===== config.mk =====
export PLATFORM = sky130hd
export DESIGN_NAME = imm_ctrl
export DESIGN_NICKNAME = d
export VERILOG_FILES = /design/src/integer_matrix_multiply_unit_macros.svh /design/src/imm_pkg.sv /design/src/imm_ctrl.sv
export SDC_FILE = /design/constraint.sdc
export NUM_CORES = 1
export LEC_CHECK = 0
export BUFFER_PORTS_ARGS = -buffer_cell sky130_fd_sc_hd__buf_2
export CAP_MARGIN = 40
export CORE_AREA = 2 2 39 41
export CTS_CLUSTER_SIZE = 10
export DETAILED_ROUTE_END_ITERATION = 8
export DIE_AREA = 0 0 41 43
export PLACE_DENSITY = 0.58
export SLEW_MARGIN = 10
export SYNTH_ARGS = -nofsm -noshare
export SYNTH_HDL_FRONTEND = slang
export SYNTH_SLANG_ARGS = --single-unit

===== constraint.sdc =====
create_clock -name clk -period 1.37 [get_ports clk]
set_input_delay 0.0685 -clock clk [delete_from_list [all_inputs] [get_ports clk]]
set_output_delay 0.0685 -clock clk [all_outputs]
set_load 0.01 [all_outputs]

===== src/integer_matrix_multiply_unit_macros.svh =====
// ----------------------------------------------------------------------------
// Integer matrix multiply unit assertion macros
// Concurrent assertion wrappers, compiled out when SYNTH is defined.
// ----------------------------------------------------------------------------
`ifndef INTEGER_MATRIX_MULTIPLY_UNIT_MACROS_SVH
`define INTEGER_MATRIX_MULTIPLY_UNIT_MACROS_SVH

`ifndef SYNTH
`define IMM_ASSERT_IMPL(lbl, ant, cons) \
  lbl: assert property (@(posedge clk) disable iff (!rst_n) (ant) |-> (cons)) \
    else $error("imm assertion failed");
`define IMM_ASSERT_NEXT(lbl, ant, cons) \
  lbl: assert property (@(posedge clk) disable iff (!rst_n) (ant) |=> (cons)) \
    else $error("imm assertion failed");
`else
`define IMM_ASSERT_IMPL(lbl, ant, cons)
`define IMM_ASSERT_NEXT(lbl, ant, cons)
`endif

`endif


===== src/imm_pkg.sv =====
// ----------------------------------------------------------------------------
// imm_pkg
// Shared types and constants of the integer matrix multiply unit.
// ----------------------------------------------------------------------------
package imm_pkg;

  localparam int unsigned IMM_MAX_DIM   = 64;
  localparam int unsigned IMM_ELEM_BITS = 16;

  localparam int unsigned IDX_W   = 6;
  localparam int unsigned VAL_W   = 16;
  localparam int unsigned CFG_W   = 7;
  localparam int unsigned CFG_A_W = 2;
  localparam int unsigned REQ_W   = 2;
  localparam int unsigned IN_TDATA_W  = 32;
  localparam int unsigned OUT_TDATA_W = 32;
  localparam int unsigned SUM_W   = 32;

  localparam logic [CFG_W-1:0] CFG_DIM_RST = CFG_W'(64);

  typedef enum logic [REQ_W-1:0] {
    REQ_WR_A    = 2'd0,
    REQ_WR_B    = 2'd1,
    REQ_COMPUTE = 2'd2
  } req_type_t;

  typedef enum logic [CFG_A_W-1:0] {
    CFG_ROWS_A    = 2'd0,
    CFG_INNER_DIM = 2'd1,
    CFG_COLS_B    = 2'd2
  } cfg_idx_t;

  typedef struct packed {
    logic wr_a;
    logic wr_b;
    logic start;
    logic issue;
    logic finish;
  } imm_cmd_t;

  typedef struct packed {
    logic range_err;
    logic n_zero;
    logic last_k;
    logic pipe_busy;
    logic out_free;
  } imm_stat_t;

endpackage


===== src/imm_ctrl.sv =====
// ----------------------------------------------------------------------------
// imm_ctrl
// Request sequencer: decodes beats and steps the dot product walk.
// ----------------------------------------------------------------------------
module imm_ctrl
  import imm_pkg::*;
(
  input  logic             clk,
  input  logic             rst_n,
  input  logic             in_tvalid,
  input  logic [REQ_W-1:0] req_type,
  input  imm_stat_t        stat,
  output logic             in_tready,
  output imm_cmd_t         cmd
);

  typedef enum logic [3:0] {
    S_IDLE  = 4'b0001,
    S_ISSUE = 4'b0010,
    S_DRAIN = 4'b0100,
    S_DONE  = 4'b1000
  } state_t;

  state_t state_r, state_nxt;

  always_ff @(posedge clk) begin
    if (!rst_n) begin
      state_r <= S_IDLE;
    end else begin
      state_r <= state_nxt;
    end
  end

  always_comb begin
    state_nxt = state_r;
    cmd       = '0;
    in_tready = 1'b0;
    unique case (state_r)
      S_IDLE: begin
        in_tready = 1'b1;
        if (in_tvalid) begin
          unique case (req_type_t'(req_type))
            REQ_WR_A: cmd.wr_a = 1'b1;
            REQ_WR_B: cmd.wr_b = 1'b1;
            REQ_COMPUTE: begin
              cmd.start = 1'b1;
              state_nxt = (stat.range_err || stat.n_zero) ? S_DONE : S_ISSUE;
            end
            default: ;
          endcase
        end
      end
      S_ISSUE: begin
        cmd.issue = 1'b1;
        if (stat.last_k) begin
          state_nxt = S_DRAIN;
        end
      end
      S_DRAIN: begin
        if (!stat.pipe_busy) begin
          state_nxt = S_DONE;
        end
      end
      S_DONE: begin
        if (stat.out_free) begin
          cmd.finish = 1'b1;
          state_nxt  = S_IDLE;
        end
      end
      default: state_nxt = S_IDLE;
    endcase
  end

endmodule


======== Yosys cells after proc, flatten, opt, wreduce, memory -nomap -nowiden ========
Index checks and enable logic that the tools add are counted.
word-level totals
  output and inout port bits .............. 6
  word-level logic and storage cells ...... 31
  input bits .............................. 10
  register bits ........................... 4
cells by class
  reduce and logical (&&, ||, !) cells .... 3
  multiplexer cells ....................... 16
  equality and inequality tests ........... 11
operators with widths
  kind                                                   number
  2-to-1 mux 4 bit                                       6
  one-hot mux 4 bit (4 select lines)                     1
  inequality test 2 bit, second input constant           4
  2-to-1 mux 1 bit                                       7
  2-to-1 mux 3 bit                                       2
  AND reduction 5 bit                                    1
  == test 4 x 1 -> 1 bit, second input constant          1
  == test 4 x 2 -> 1 bit, second input constant          1
  == test 4 x 3 -> 1 bit, second input constant          1
  == test 4 bit, second input constant                   1
  == test 2 x 1 -> 1 bit, second input constant          1
  == test 2 bit, second input constant                   1
  zero test 2 bit                                        1
  inequality test 2 x 1 -> 1 bit, second input constant  1
  logical OR 1 bit                                       1

======== Logic depth before layout (Yosys ltp) ========
  depth in word-level cells ............... 5
  depth in mapped cells ................... 5
  depth with buffers taken out ............ 4

======== Worst setup path after synthesis ========
OpenSTA, ideal clock, no wires.
  path type ............................... register to register
  start point ............................. reg state_r[2]
  end point ............................... reg state_r[2]
  path buffers ............................ 1
  data arrival time ....................... 1.367 ns
  stages on the path, launching flop included .. 6
  required time ........................... 1.298 ns
  library setup time ...................... 0.072 ns
  path slack .............................. -0.069 ns
  cells stage by stage .................... dfxtp_1 > buf_4 > nor4b_2 > nand2b_1 > o311ai_2 > mux2i_1
between the ends
  word-level cells in the longest chain between the ends .. 3
  elaborated cells between the ends (all ways) .. 11
  classes of those cells .................. eq/ne: 9; mux: 1; reduce/logical: 1
RTL lines
  item                                                                                             RTL line        source
  start: declaration                                                                               imm_ctrl.sv:24  state_t state_r, state_nxt;
  start signal: assignment                                                                         imm_ctrl.sv:30  state_r <= state_nxt;
  == test 4 x 1 -> 1 bit (tied with other cells)                                                   imm_ctrl.sv:38  unique case (state_r)
  inequality test 2 x 1 -> 1 bit (no source line) / inequality test 2 bit (equally long branches)  --
  AND reduction 5 bit (no source line)                                                             --
Parallel ways exist; a longest one is shown, timed or not.
A chain may end at the register's enable or synchronous reset.

==> reports/summary.txt <==
Ys Warns: 0
Worst setup EP type: output pin
Initial Utilization: 23.3%
# diodes: 0
Vias/cell: 4.86
Vias in the first global route: 381
Fillers: 138
Site row count: 14
Commonest non-fill, non-tap cell in the layout: buf_2
Clock root buffer: clkbuf_4
Die Wd: 41 um
# hold bufs at CTS: 0
Largest net degree at the start of global routing: 8
Cells after Synth: 36
Synthesized area per cell: 8.97 um^2
Flops & latches, synth: 4
Total vias in the final route: 408
Fmax: 0.684 GHz
Net load switching power: 348 uW
CP Cell Sequence: buf_6 -> nor4b_4 -> buf_4 -> and4b_1 -> buf_2
Fin. Hold Viols: 0
Setup ws final: -0.0929 ns
Max reg flops: 4
Drt initial violations: 5
Synth unique cells: 26
Register area share after synthesis: 24.8%
Commonest cells after routing, fill and taps aside: buf_2, buf_4, nand2_1, buf_6, clkbuf_4
Drt wl/cell: 12.2 um
Boundary Pins: 16
GP Congestion: 0.795
HP Class: primary input to register
Syn nets: 46
Number of detailed-route iterations in the first pass: 4
Clock power share: 13.8%
Htree depth: 1
Synthesized area: 323 um^2
Max-slew headroom: 81.9%
Final Critical Period: 1.46 ns
Status: complete, but fails checks
Largest register by flop count: state_r
Layout overhead on the synthesized area: 88.4%
Die area: 1760 um^2
CP top delay family: simple AND/OR/NAND/NOR gates
Worst-Margin Slew: 0.268 ns
Startpoint Class: register
Post-route ant nets: 0
Gate power share: 67.5%
GRT overflow: 0
Peak VDD IR: 0.000426 V
PwrDens: 1750 nW/um^2
P_leak: 0.000279 uW
DRT Wirelength: 1030 um
Core area: 1380 um^2
Core Util, Final: 43.9%
Global-route wire length before repair: 1660 um
Sinks on Clock Net: 4
Share of cells above drive strength 1: 69.1%
Die Y: 43 um
Sum Neg Setup Slack: -0.411 ns
Final setup fails: 7
Unrepaired setup endpoints after global routing: yes
Clock tree buffer depth: 2
CP Max Fanout: 4
Worst-path clk slew: 0.04 ns
Failing checks: setup timing
Pins Over Slew Limit: 0
Clock Latency Late Sink: 0.23 ns
Regs by FF count: state_r (4)
Sequential Power Share: 18.7%
Multi-input logic area: 264 um^2
CTS tree: built
DRC Markers: 0
Max Cap Violations: 0
CTS Buf Count: 3
Arr. time, crit path: 1.39 ns
Internal power: 715 uW
Crit Path Category: register to output pin
CP peak stage delay: 0.31 ns
Nets@finish: 80
Switching Share: 32.7%
FF/Latch Area: 88.8 um^2
Req. time, crit path: 1.30 ns
Skew final: 0.00354 ns
Fin crit share: 107%
GRT Total Usage: 13.3%
Initial antenna violation count: 0
Total power: 1060 uW
Port buffer count: 15
Max stage delay cell, worst path: dfxtp_2
Buf+Inv Stages, Crit Path: 3
Yosys cell counts:
library cell  n  area share (%)
a21oi_1       1             1.5
a31oi_1       1             1.9
and4b_1       1             3.1
buf_4         1             2.3
dfxtp_1       4              25
inv_1         2             2.3
mux2i_1       2             6.2
nand2_1       5             5.8
nand2b_1      1             1.9
nand3_1       1             1.5
nor2_1        1             1.2
nor2b_1       2             3.9
nor3b_1       1             2.3
nor3b_2       1             3.9
nor4_1        1             1.9
nor4b_2       1             4.6
nor4b_4       1             7.4
nor4bb_1      1             3.1
o211ai_1      1             2.3
o21ai_0       1             1.5
o21ai_1       1             1.5
o22ai_1       1             1.9
o311a_2       1             3.5
o311ai_2      1             5.0
or2_2         1             1.9
or4_1         1             2.3
power by group through the flow:
stage / Combinational, uW / Sequential [uW] / Clock [uW]
global route: 766 / 204 / 154
global placement: 403 / 190 / 0
detailed placement: 404 / 192 / 0
floorplan: 252 / 196 / 0
finish: 718 / 199 / 146
CTS: 615 / 192 / 147
metal layers:
metal | track usage, % | part of all wire [%]
met5 | 0 | 0
met2 | 21.6 | 53
met1 | 18.5 | 45
met4 | 2.00 | 0
met3 | 1.57 | 1.5
area by class of cell:
type,instances,share of cell area [%]
tap,16,3.29
multi-input combinational,29,43.4
inverter,2,1.23
clock buffer,3,3.70
timing repair buffer,30,33.7
sequential,4,14.6
worst register-to-register path, cell delays in order, from the launching register on:
cell      delay (ns)
dfxtp_2         0.32
buf_4           0.12
nor3b_4         0.19
a31oi_1         0.08
o311ai_2        0.30
buf_4           0.19
mux2i_1         0.17
worst paths after layout:
check	startpoint	to	slack [ns]	depth (start not counted)
worst max-delay path	state_r[3]	cmd[3]	-0.09	5
worst min register to register	state_r[2]	state_r[2]	0.53	2
worst min-delay path	rst_n	state_r[2]	0.12	3
worst max register to register	state_r[3]	state_r[3]	-0.08	6
repair_timing:
item | in CTS | in global routing
pin swaps | 5 | 0
endpoints found under the hold margin | 0 | 0
resized for setup | 9 | 5
setup buffers | 10 | 1
endpoints found under the setup margin | 7 | 8
metrics by stage:
stage	std cells	hold WS, ns	instance area [um^2]	setup WS [ns]
final	84	0.119	608	-0.0929
after global routing	84	0.130	608	-0.191
after CTS	83	0.0928	576	-0.0826
after detailed placement	71	0.332	463	-0.0727
after global placement	71	0.328	463	-0.0829
after floorplan	36	0.167	338	-0.0221
cells by family after synthesis:
family	synth area share, %
and+or+nand+nor	45.0
buffers and inverters	4.65
muxes	6.20
DFF	24.8
AOI/OAI and AO/OA	19.4
Note: power is estimated with default switching activity, not from simulation.
